--- src/design/assert_macros.svh ---
// Assertion macros used by the allocator top level
`ifndef ASSERT_MACROS_SVH
`define ASSERT_MACROS_SVH

// Implication checked on every rising clock edge outside reset
`define ASSERT_IMPL(label, clk, rst_n, ante, cons, msg) \
    label: assert property (@(posedge clk) disable iff (!rst_n) (ante) |-> (cons)) \
        else $error(msg);

// Implication whose consequent is checked in the cycle after the antecedent
`define ASSERT_NEXT(label, clk, rst_n, ante, cons, msg) \
    label: assert property (@(posedge clk) disable iff (!rst_n) (ante) |=> (cons)) \
        else $error(msg);

`endif

--- src/design/ffba_pkg.sv ---
// Package: types, constants and status codes for the first-fit allocator
package ffba_pkg;

    localparam int TABLE_ENTRIES = 8192;
    localparam int PAGE_COUNT    = 16;
    localparam longint PAGE_BYTES = 64'd4194304;

    localparam int SIZE_W = 23;
    localparam int ADDR_W = 26;
    localparam int XADDR_W = 40;    // wide enough for any page end without wrap

    typedef enum logic [1:0] {
        ST_OK        = 2'd0,
        ST_BAD_SIZE  = 2'd1,
        ST_NO_SPACE  = 2'd2,
        ST_NOT_ALLOC = 2'd3
    } t_status;

    typedef enum logic [3:0] {
        S_IDLE,
        S_CHECK,
        S_SCAN_RD,
        S_SCAN_WAIT,
        S_SCAN_EVAL,
        S_TAIL,
        S_NEWPAGE,
        S_SHIFT_RD,
        S_SHIFT_WAIT,
        S_SHIFT_WR,
        S_PLACE,
        S_DONE
    } t_state;

    // controller to datapath
    typedef struct packed {
        logic load;        // capture request
        logic scan_start;  // i <- 0, p <- 0
        logic rd_scan;     // read entry i
        logic eval;        // consume scanned entry
        logic scan_next;   // advance i and p
        logic newpage;     // set p to next page base and open it
        logic ins_init;    // k <- count for insertion shift
        logic del_init;    // k <- i for removal shift
        logic rd_shift;    // read shift source entry
        logic wr_shift;    // write shifted entry
        logic shift_next;  // step k
        logic wr_place;    // write new entry at i
        logic wr_marker;   // write page marker at count
        logic cnt_inc;
        logic cnt_dec;
        logic set_result;
        t_status result;
    } t_cmd;

    // datapath to controller
    typedef struct packed {
        logic is_free;
        logic bad_size;
        logic too_big;
        logic any_page;
        logic scan_end;     // i == count
        logic gap_fit;      // block fits before entry i
        logic free_hit;     // entry i matches the free address
        logic tail_fit;     // block fits after last entry
        logic full1;        // no room for one entry
        logic full2;        // no room for two entries
        logic pages_full;
        logic ins_done;     // k == i
        logic del_done;     // k + 1 >= count
    } t_stat;

endpackage

--- src/design/ffba_ctrl.sv ---
// Controller: sequences scan, shift and write steps of each request
module ffba_ctrl (
    input  logic              i_clk,
    input  logic              i_rst_n,
    input  logic              i_valid,
    output logic              o_ready,
    output logic              o_valid,
    input  logic              i_ready,
    input  ffba_pkg::t_stat   i_stat,
    output ffba_pkg::t_cmd    o_cmd
);
    ffba_pkg::t_state r_state, n_state;

    always_ff @(posedge i_clk) begin
        if (!i_rst_n) begin
            r_state <= ffba_pkg::S_IDLE;
        end else begin
            r_state <= n_state;
        end
    end

    always_comb begin
        n_state = r_state;
        o_cmd   = '0;
        o_cmd.result = ffba_pkg::ST_OK;
        o_ready = 1'b0;
        o_valid = 1'b0;
        unique case (r_state)
            ffba_pkg::S_IDLE: begin
                o_ready = 1'b1;
                if (i_valid) begin
                    o_cmd.load = 1'b1;
                    n_state = ffba_pkg::S_CHECK;
                end
            end
            ffba_pkg::S_CHECK: begin
                o_cmd.scan_start = 1'b1;
                if (i_stat.is_free) begin
                    n_state = ffba_pkg::S_SCAN_RD;
                end else if (i_stat.bad_size) begin
                    o_cmd.set_result = 1'b1;
                    o_cmd.result = ffba_pkg::ST_BAD_SIZE;
                    n_state = ffba_pkg::S_DONE;
                end else if (i_stat.too_big) begin
                    o_cmd.set_result = 1'b1;
                    o_cmd.result = ffba_pkg::ST_NO_SPACE;
                    n_state = ffba_pkg::S_DONE;
                end else if (i_stat.any_page) begin
                    n_state = ffba_pkg::S_SCAN_RD;
                end else begin
                    n_state = ffba_pkg::S_NEWPAGE;
                end
            end
            ffba_pkg::S_SCAN_RD: begin
                if (i_stat.scan_end) begin
                    if (i_stat.is_free) begin
                        o_cmd.set_result = 1'b1;
                        o_cmd.result = ffba_pkg::ST_NOT_ALLOC;
                        n_state = ffba_pkg::S_DONE;
                    end else begin
                        n_state = ffba_pkg::S_TAIL;
                    end
                end else begin
                    o_cmd.rd_scan = 1'b1;
                    n_state = ffba_pkg::S_SCAN_WAIT;
                end
            end
            ffba_pkg::S_SCAN_WAIT: begin
                o_cmd.eval = 1'b1;
                n_state = ffba_pkg::S_SCAN_EVAL;
            end
            ffba_pkg::S_SCAN_EVAL: begin
                if (i_stat.is_free) begin
                    if (i_stat.free_hit) begin
                        o_cmd.del_init = 1'b1;
                        n_state = ffba_pkg::S_SHIFT_RD;
                    end else begin
                        o_cmd.scan_next = 1'b1;
                        n_state = ffba_pkg::S_SCAN_RD;
                    end
                end else if (i_stat.gap_fit) begin
                    if (i_stat.full1) begin
                        o_cmd.set_result = 1'b1;
                        o_cmd.result = ffba_pkg::ST_NO_SPACE;
                        n_state = ffba_pkg::S_DONE;
                    end else begin
                        o_cmd.ins_init = 1'b1;
                        n_state = ffba_pkg::S_SHIFT_RD;
                    end
                end else begin
                    o_cmd.scan_next = 1'b1;
                    n_state = ffba_pkg::S_SCAN_RD;
                end
            end
            ffba_pkg::S_TAIL: begin
                if (i_stat.tail_fit) begin
                    if (i_stat.full1) begin
                        o_cmd.set_result = 1'b1;
                        o_cmd.result = ffba_pkg::ST_NO_SPACE;
                        n_state = ffba_pkg::S_DONE;
                    end else begin
                        n_state = ffba_pkg::S_PLACE;
                    end
                end else begin
                    n_state = ffba_pkg::S_NEWPAGE;
                end
            end
            ffba_pkg::S_NEWPAGE: begin
                if (i_stat.pages_full || i_stat.full2) begin
                    o_cmd.set_result = 1'b1;
                    o_cmd.result = ffba_pkg::ST_NO_SPACE;
                    n_state = ffba_pkg::S_DONE;
                end else begin
                    // marker goes at index count, block right after it
                    o_cmd.newpage = 1'b1;
                    o_cmd.wr_marker = 1'b1;
                    o_cmd.cnt_inc = 1'b1;
                    n_state = ffba_pkg::S_PLACE;
                end
            end
            ffba_pkg::S_SHIFT_RD: begin
                if (i_stat.is_free ? i_stat.del_done : i_stat.ins_done) begin
                    if (i_stat.is_free) begin
                        o_cmd.cnt_dec = 1'b1;
                        o_cmd.set_result = 1'b1;
                        o_cmd.result = ffba_pkg::ST_OK;
                        n_state = ffba_pkg::S_DONE;
                    end else begin
                        n_state = ffba_pkg::S_PLACE;
                    end
                end else begin
                    o_cmd.rd_shift = 1'b1;
                    n_state = ffba_pkg::S_SHIFT_WAIT;
                end
            end
            ffba_pkg::S_SHIFT_WAIT: begin
                // read data of the shift source is on the RAM output now
                o_cmd.eval = 1'b1;
                n_state = ffba_pkg::S_SHIFT_WR;
            end
            ffba_pkg::S_SHIFT_WR: begin
                o_cmd.wr_shift = 1'b1;
                o_cmd.shift_next = 1'b1;
                n_state = ffba_pkg::S_SHIFT_RD;
            end
            ffba_pkg::S_PLACE: begin
                o_cmd.wr_place = 1'b1;
                o_cmd.cnt_inc = 1'b1;
                o_cmd.set_result = 1'b1;
                o_cmd.result = ffba_pkg::ST_OK;
                n_state = ffba_pkg::S_DONE;
            end
            ffba_pkg::S_DONE: begin
                o_valid = 1'b1;
                if (i_ready) begin
                    n_state = ffba_pkg::S_IDLE;
                end
            end
            default: n_state = ffba_pkg::S_IDLE;
        endcase
    end
endmodule

--- config.mk ---
export PLATFORM = sky130hd
export DESIGN_NAME = ffba_ctrl
export DESIGN_NICKNAME = d
export VERILOG_FILES = /design/src/design/assert_macros.svh /design/src/design/ffba_pkg.sv /design/src/design/ffba_ctrl.sv
export SDC_FILE = /design/constraint.sdc
export NUM_CORES = 1
export LEC_CHECK = 0
export ABC_AREA = 1
export BUFFER_PORTS_ARGS = -buffer_cell sky130_fd_sc_hd__buf_4
export CORE_ASPECT_RATIO = 0.9
export CORE_MARGIN = 5
export CORE_UTILIZATION = 40
export DETAILED_ROUTE_END_ITERATION = 16
export HOLD_SLACK_MARGIN = 0.12
export PLACE_DENSITY = 0.75
export SKIP_CTS_REPAIR_TIMING = 1
export SYNTH_ARGS = -nofsm -noshare
export SYNTH_HDL_FRONTEND = slang
export SYNTH_SLANG_ARGS = --single-unit
--- constraint.sdc ---
create_clock -name i_clk -period 2.5 [get_ports i_clk]
set_clock_uncertainty 0.1 [all_clocks]
set_input_delay 0.5 -clock i_clk [delete_from_list [all_inputs] [get_ports i_clk]]
set_output_delay 0.5 -clock i_clk [all_outputs]
set_load 0.01 [all_outputs]
==> flow_metrics.py, run 1 <==
metrics = {
    "power_and_ir_drop": {
        "sw_frac_of_total": 0.510,
        "clkPwrFrac": 0.121,
        "power_density_mw_per_mm2": 736,
        "internal_power_uw": 327,
        "p_leak_nw": 0.533,
        "p_comb_frac": 0.701,
        "irDropWorstVdd_mv": 0.591,
        "seqPwrFrac": 0.177,
        "p_switching_uw": 341,
        "power_uw": 669,
    },
    "route": {
        "vias": 814,
        "dr.pass1.iters": 4,
        "drtIter0Drc": 32,
        "routedWlPerCell_um": 10.9,
        "remaining_drc_errors": 0,
        "antenna_left": 0,
        "routed_wl_um": 1820,
        "via_per_inst": 4.90,
    },
    "timing": {
        "grt_setup_unrepaired": "no",
        "tns_ns": 0,
        "holdWs_ns": 0.373,
        "report.final.slew_viol_count": 0,
        "maxSlewHeadroom": 0.837,
        "final.period_utilization": 0.835,
        "fmax_mhz": 479,
        "tightest_slew_ns": 0.244,
        "hold_violations": 0,
        "finalSetupViolations": 0,
        "fin_crit_ns": 2.09,
    },
    "yosys": {
        "synth.avg_cell_area_sq_um": 5.37,
        "ys_types": 22,
        "synth_cells": 114,
        "synth_area_sq_um": 612,
        "mappedNetlistNets": 131,
        "yosys_warnings": 0,
        "synthTopCellsByArea": "nand2_1, dfxtp_1, inv_1",
        "synth.ff_latch_count": 4,
        "netlist.area_leader.share": 0.166,
        "synth_top_cell_by_area": "nand2_1",
        "ys_seq_area_frac": 0.131,
    },
    "floorplan": {
        "placementRows": 13,
        "die-area_sq_mm": 0.00241,
        "fp.dieW_um": 51.2,
        "initial_core_util": 0.423,
        "ios": 37,
        "coreArea_sq_mm": 0.00145,
        "fp.dieH_um": 47.1,
    },
    "global_routing": {
        "grt_pass1_wl_um": 2920,
        "grt_overflow": 0,
        "grt_usage": 0.160,
        "grt_antenna_before_repair": 0,
        "grt_max_degree": 9,
        "first_global_vias": 720,
    },
    "worst_setup_path": {
        "cp_data_required_time_ns": 1.90,
        "arrival_ns": 1.49,
        "worst_setup_path_end_kind": "primary output",
        "r2r-start": "r_state[3]",
        "startpoint_type": "register",
        "r2r_cells": 9,
        "critPathKind": "register to primary output",
        "crit_start": "r_state[3]",
        "ff2ff_setup_slack_ns": 1.12,
        "crit_fanout": 4,
        "r2r_end": "r_state[0]",
    },
    "finish": {
        "fin_area_sq_um": 908,
        "drive_gt1_frac": 0.397,
        "largest_register": "r_state",
        "fillers": 134,
        "reg.largest.list": "r_state: 4 flops",
        "largest_reg_flops": 4,
        "areaGrowthSynthToFinish_pct": 48.5,
        "layout.nets": 170,
        "n_antenna_cell": 0,
    },
    "hold_path": {
        "whs_endpoint": "r_state[3]",
        "hp-start": "i_rst_n",
        "hold_path_depth": 3,
        "min_path_type": "input pin to register",
    },
    "clock_network": {
        "numCtsBuffers": 3,
        "cts_buffer_depth": 2,
        "cts.sinks": 4,
        "cts_tree": "yes",
        "clock_latency_ns": 0.24,
        "htree_levels": 1,
        "clockRootBuffer": "clkbuf_4",
        "clk_pin_slew_ns": 0.04,
    },
    "run": {
        "drv_cap": 0,
    },
    "placed_design": {
        "portBuffers": 36,
        "hpwl_um": 1550,
        "gp_congestion": 0.869,
        "placed_area_sq_um": 886,
    },
    "run_status": {
        "status": "finished clean",
    },
}
-- worst max-delay path, stage by stage, from the launching register on --
cell and delay, ns:
dfxtp_1 0.41, inv_1 0.09, nand2_1 0.16, nor2_4 0.06, nand3_1 0.06, nand2_1 0.09
nor2_1 0.14, nand3_1 0.09, buf_4 0.15
-- synth_stat cells --
master / number
nand2_2: 4
and2_1: 1
buf_4: 2
o21ai_0: 5
nor2_2: 4
inv_1: 18
clkinv_1: 1
inv_2: 6
a31oi_1: 2
nand3b_1: 1
a21oi_1: 3
nor2_1: 15
nor2_4: 5
o22ai_1: 2
o21ai_1: 1
nand4_1: 1
a21oi_2: 1
nand3_1: 8
nor3_2: 1
nor3_1: 2
nand2_1: 27
dfxtp_1: 4
-- worst max-delay path by stage --
stage | cells after the start | endpoint | slack, ns
after global placement | 7 | o_cmd[2] | 0.60
after global routing | 8 | o_cmd[2] | 0.30
final | 8 | o_cmd[2] | 0.41
after detailed placement | 7 | o_cmd[2] | 0.59
after floorplan | 5 | o_cmd[12] | 0.85
after CTS | 8 | o_cmd[2] | 0.41
-- layout by cell type (no fill, tap or decap), drive strengths merged --
cell / Yosys / layout
buf: 2 / 36
nand2: 31 / 31
inv: 24 / 24
nor2: 24 / 24
nand3: 8 / 8
o21ai: 6 / 6
dfxtp: 4 / 4
a21oi: 4 / 4
clkbuf: 0 / 3
nor3: 3 / 3
a31oi: 2 / 2
o22ai: 2 / 2
nand3b: 1 / 1
nand4: 1 / 1
and2: 1 / 1
clkinv: 1 / 1
-- power by group through the flow --
stage / combinational, mW / clock, mW / sequential (mW)
after global routing: 0.521 / 0.0881 / 0.123
after CTS: 0.468 / 0.0842 / 0.118
final: 0.469 / 0.0812 / 0.119
after detailed placement: 0.466 / 0 / 0.120
after global placement: 0.468 / 0 / 0.119
after floorplan: 0.305 / 0 / 0.116
-- stage by stage --
stage / std cells / utilization / setup WS [ns]
CTS: 166 / 0.627 / 0.415
global placement: 163 / 0.612 / 0.602
floorplan: 114 / - / 0.851
detailed placement: 163 / 0.612 / 0.587
global route: 166 / 0.627 / 0.295
finish: 166 / 0.627 / 0.413
-- kinds of logic after synthesis --
kind of cell           count (synthesis)  synth area share
DFF                                    4             0.131
buffers and inverters                 27             0.178
AOI/OAI and AO/OA                     14             0.129
and+or+nand+nor                       69             0.562
-- per-layer routing --
metal / GRT usage / vias to the layer above / part of all wire
met3: 0.0476 / 0 / 0.12
met2: 0.288 / 48 / 0.48
met1: 0.195 / 339 / 0.40
met5: 0 / - / 0
met4: 0.0314 / 0 / 0
li1: - / 427 / -
-- area by class of cell --
cell class	instances	area [sq um]	share of cell area
clock buffer	3	22.5	0.0248
inverter	25	93.8	0.103
multi-input combinational	83	423	0.466
sequential	4	80.1	0.0882
tap	15	18.8	0.0207
timing repair buffer	36	270	0.298
(Power assumes the default switching activity.)
==> run 2, diff against run 1 <==
CORE_UTILIZATION = 38   (was 40)
clock period = 1.75 ns   (was 2.5 ns; I/O delays follow)
==> flow_metrics.py, run 2 (synthesis gave the netlist of run 1 again) <==
metrics = {
    "power_and_ir_drop": {
        "power_mw": 1.15,
        "p_leak_nw": 0.587,
        "irDropWorstVdd_mv": 0.678,
        "power_density_mw_per_mm2": 1090,
    },
    "hold_path": {
        "hp-start": "i_rst_n",
        "min_path_type": "input pin to register",
        "hold_path_depth": 3,
        "whs_endpoint": "r_state[3]",
    },
    "clock_network": {
        "clockRootBuffer": "clkbuf_4",
        "clk_pin_slew_ns": 0.04,
        "cts_tree": "yes",
        "numCtsBuffers": 3,
        "clock_latency_ns": 0.23,
        "cts.sinks": 4,
        "cts_buffer_depth": 2,
        "htree_levels": 1,
    },
    "route": {
        "remaining_drc_errors": 0,
        "routedWlPerCell_um": 12.3,
        "drtIter0Drc": 27,
        "via_per_inst": 5.13,
        "routed_wl_um": 2210,
        "vias": 923,
        "antenna_left": 0,
        "dr.pass1.iters": 4,
    },
    "placed_design": {
        "portBuffers": 36,
        "hpwl_um": 1610,
        "dp_slack_ns": 0.119,
        "gp_congestion": 0.970,
        "placed_area_sq_um": 902,
    },
    "floorplan": {
        "coreArea_sq_mm": 0.00148,
        "ios": 37,
        "fp.dieW_um": 52.3,
        "initial_core_util": 0.413,
        "placementRows": 13,
        "die-area_sq_mm": 0.00251,
        "fp.dieH_um": 48.1,
    },
    "worst_setup_path": {
        "startpoint_type": "register",
        "crit_fanout": 5,
        "cp_data_required_time_ns": 1.30,
        "critPathKind": "register to primary output",
        "arrival_ns": 1.38,
        "crit_start": "r_state[0]",
        "ff2ff_setup_slack_ns": 0.38,
        "critPathSlowestCell": "dfxtp_4",
        "cp_cell_sequence": "nor2_4 > inv_2 > nor2_4 > nand3_1 > nand2_2 > nor2_2 > nand3_1 > buf_6",
        "r2r-start": "r_state[3]",
        "r2r_cells": 9,
        "r2r_end": "r_state[0]",
        "cp_slowest_stage_delay_ns": 0.37,
        "worst_setup_path_end_kind": "primary output",
    },
    "global_routing": {
        "grt_max_degree": 9,
        "grt_pass1_wl_um": 3260,
        "grt_antenna_before_repair": 0,
        "first_global_vias": 819,
        "grt_overflow": 0,
        "grt_usage": 0.172,
    },
    "finish": {
        "reg.largest.list": "r_state: 4 flops",
        "drive_gt1_frac": 0.519,
        "layout.nets": 177,
        "largest_register": "r_state",
        "n_antenna_cell": 0,
        "fin_util": 0.713,
        "areaGrowthSynthToFinish_pct": 72.4,
        "final_common_cell": "buf_4",
        "layout_common_cells": "buf_4, nand2_1, inv_1, nor2_1",
        "fillers": 124,
        "largest_reg_flops": 4,
        "fin_area_sq_mm": 0.00105,
        "seq_area_sq_um": 92.6,
        "multi_input_area_sq_um": 479,
    },
    "timing": {
        "tightest_slew_ns": 0.379,
        "fin_crit_ns": 1.83,
        "tns_ns": -0.186,
        "finalSetupViolations": 4,
        "report.final.slew_viol_count": 0,
        "grt_setup_unrepaired": "yes",
        "hold_violations": 0,
        "final.period_utilization": 1.04,
        "maxSlewHeadroom": 0.747,
        "fin_ws_ns": -0.0755,
        "fmax_mhz": 548,
    },
    "run_status": {
        "violations": "negative setup slack",
        "status": "complete, but fails checks",
    },
    "run": {
        "drv_cap": 0,
    },
}
-- run 2: changes by cell type in the layout (fill, tap and decap cells not counted), sizes merged --
cell,change
buf,+7
-- run 2: where the power goes --
| part | internal (mW) | switching, mW |
|---|---|---|
| Clock | 0.0765 | 0.0345 |
| Combinational | 0.357 | 0.468 |
| Sequential | 0.137 | 0.0732 |
| Total | 0.571 | 0.575 |
-- run 2: metrics by stage --
stage               cells  hold WS [ns]
finish                180         0.230
global route          180         0.233
CTS                   174         0.230
detailed placement    171         0.458
global placement      171         0.458
floorplan             114         0.348
-- run 2: worst max-delay path, delay by kind of cell, from the launching register on --
kind | cells | cell delay, ns
flops | 1 | 0.37
buf+inv | 2 | 0.17
simple gates | 6 | 0.62
-- run 2: area by class of cell --
cell class                      count  area share
Multi-Input combinational cell     83       0.454
Timing Repair Buffer               43       0.317
Inverter                           25      0.0937
Sequential cell                     4      0.0878
Tap cell                           22      0.0261
Clock buffer                        3      0.0214
-- run 2: worst max-delay path by stage --
stage / endpoint / slack (ns) / cells after the start
floorplan: o_cmd[12] / 0.25 / 5
global placement: o_cmd[1] / 0.14 / 7
detailed placement: o_cmd[2] / 0.12 / 8
CTS: o_cmd[2] / -0.12 / 8
global route: o_cmd[1] / -0.20 / 7
finish: o_cmd[2] / -0.08 / 8
-- run 2: per-layer routing --
layer  vias to the layer above  part of all wire  track usage
li1                        446                 -            -
met1                       412              0.39        0.210
met2                        57              0.51        0.312
met3                         8             0.081       0.0249
met4                         0             0.017       0.0561
met5                         -                 0            0
==> run 3, diff against run 2 <==
==> constraint.sdc (replaced) <==
create_clock -name i_clk -period 1.75 [get_ports i_clk]
set_clock_uncertainty 0.1 [all_clocks]
set_input_delay 0.175 -clock i_clk [delete_from_list [all_inputs] [get_ports i_clk]]
set_output_delay 0.175 -clock i_clk [all_outputs]
set_load 0.01 [all_outputs]
==> flow_metrics.py, run 3 (synthesis gave the netlist of run 1 again) <==
metrics = {
    "run_status": {
        "status": "finished clean",
    },
    "finish": {
        "fin_util": 0.633,
        "largest_register": "r_state",
        "largest_reg_flops": 4,
        "areaGrowthSynthToFinish_pct": 53.2,
        "layout_common_cells": "buf_4, nand2_1, inv_1, nor2_1, nand3_1",
        "n_antenna_cell": 0,
        "layout.nets": 171,
        "reg.largest.list": "r_state: 4 flops",
        "drive_gt1_frac": 0.434,
        "fin_area_sq_um": 937,
        "instances_no_fill": 174,
        "final_common_cell": "buf_4",
    },
    "global_routing": {
        "grt_pass1_wl_um": 3020,
        "grtUsageMet3": 0.0436,
        "grt_antenna_before_repair": 0,
        "gr-usage-met1": 0.194,
        "grt_overflow": 0,
        "grtUsageMet2": 0.292,
        "first_global_vias": 754,
        "grt_usage": 0.166,
        "busiest_layer": "met2",
        "grt_max_degree": 9,
    },
    "placed_design": {
        "hpwl_um": 1570,
        "gp_congestion": 0.945,
        "placed_area_sq_um": 895,
        "portBuffers": 36,
        "place_inst": 170,
    },
    "clock_network": {
        "cts.sinks": 4,
        "clock_latency_ns": 0.24,
        "cts_buffer_depth": 2,
        "clockRootBuffer": "clkbuf_4",
        "cts_tree": "yes",
        "clk_pin_slew_ns": 0.03,
        "htree_levels": 1,
        "numCtsBuffers": 3,
    },
    "floorplan": {
        "die-area_sq_mm": 0.00251,
        "coreArea_sq_mm": 0.00148,
        "placementRows": 13,
        "initial_core_util": 0.413,
        "ios": 37,
        "fp.dieW_um": 52.3,
        "fp.dieH_um": 48.1,
    },
    "hold_path": {
        "min_path_type": "input pin to register",
    },
    "worst_setup_path": {
        "crit_start": "r_state[2]",
        "crit_path_end": "o_cmd[2]",
        "cp_slowest_stage_delay_ns": 0.34,
        "arrival_ns": 1.36,
        "critPathSlowestCell": "dfxtp_2",
        "cp_data_required_time_ns": 1.47,
        "critPathKind": "register to primary output",
        "r2r-start": "r_state[3]",
        "cp_cell_sequence": "nor2_2 > nand2_2 > nor2_2 > nor2_1 > nand3_1 > buf_4",
        "r2r_end": "r_state[0]",
        "ff2ff_setup_slack_ns": 0.40,
        "r2r_cells": 9,
        "startpoint_type": "register",
        "cpMostUsedCell": "nor2_2",
        "crit_fanout": 6,
        "worst_setup_path_end_kind": "primary output",
    },
    "run": {
        "drv_cap": 0,
    },
    "route": {
        "dr.pass1.iters": 4,
        "antenna_left": 0,
        "routedWlPerCell_um": 10.4,
        "remaining_drc_errors": 0,
        "routed_wl_um": 1810,
        "via_per_inst": 4.68,
        "vias": 815,
        "drtIter0Drc": 19,
    },
    "power_and_ir_drop": {
        "irDropWorstVdd_mv": 0.609,
        "p_leak_nw": 0.540,
        "power_density_mw_per_mm2": 1040,
    },
    "timing": {
        "report.final.slew_viol_count": 0,
        "fmax_mhz": 610,
        "fin_crit_ns": 1.64,
        "tightest_slew_ns": 0.264,
        "finalSetupViolations": 0,
        "final.period_utilization": 0.936,
        "maxSlewHeadroom": 0.824,
        "hold_violations": 0,
    },
}
==> run 3: changes by cell type in the layout (fill, tap and decap cells not counted), sizes merged <==
cell,delta
dlygate4sd3,+1
buf,-7
==> run 3: where the power goes <==
group,switching [mW],internal (mW),leakage (nW)
Combinational,0.400,0.274,0.492
Clock,0.0379,0.0767,0.0138
Sequential,0.0539,0.130,0.0344
Total,0.492,0.480,0.540
==> run 3: final cells by class <==
type                            instances  area, sq um
Tap cell                               22         27.5
Sequential cell                         4         85.1
Inverter                               25         93.8
Fill cell                             149          543
Multi-Input combinational cell         83          428
Clock buffer                            3         22.5
Timing Repair Buffer                   37          280
==> run 3: worst min-delay path by stage <==
stage            start         end  slack (ns)  cells past startpoint
6_report       i_ready  r_state[0]        0.14                      4
2_1_floorplan  i_rst_n  r_state[1]        0.17                      2
5_1_grt        i_ready  r_state[0]        0.16                      4
3_3_place_gp   i_rst_n  r_state[3]        0.28                      3
3_5_place_dp   i_rst_n  r_state[3]        0.28                      3
4_1_cts        i_rst_n  r_state[3]        0.04                      3
==> run 3: per-layer routing <==
metal / routed length (um) / up-vias / share of wire
met3: 132 / 6 / 0.073
met1: 778 / 354 / 0.43
met4: 29 / 0 / 0.016
li1: - / 427 / -
met5: 0 / - / 0
met2: 872 / 28 / 0.48
==> run 3: worst max-delay path: cells and delay by family (launching register included) <==
family,cells,cell delay [ns]
AND/OR/NAND/NOR,5,0.66
flip-flops,1,0.34
buffers and inverters,1,0.12
==> run 3: through the flow <==
step                      TNS (ns)  worst slack, ns  hold slack [ns]  power (mW)
after global routing      -0.00114         -0.00114            0.162        1.08
after floorplan                  0            0.426            0.173       0.602
after detailed placement         0            0.267            0.284       0.841
after CTS                  -0.0108          -0.0108           0.0363       0.962
final                            0            0.112            0.138       0.973
after global placement           0            0.295            0.283       0.838
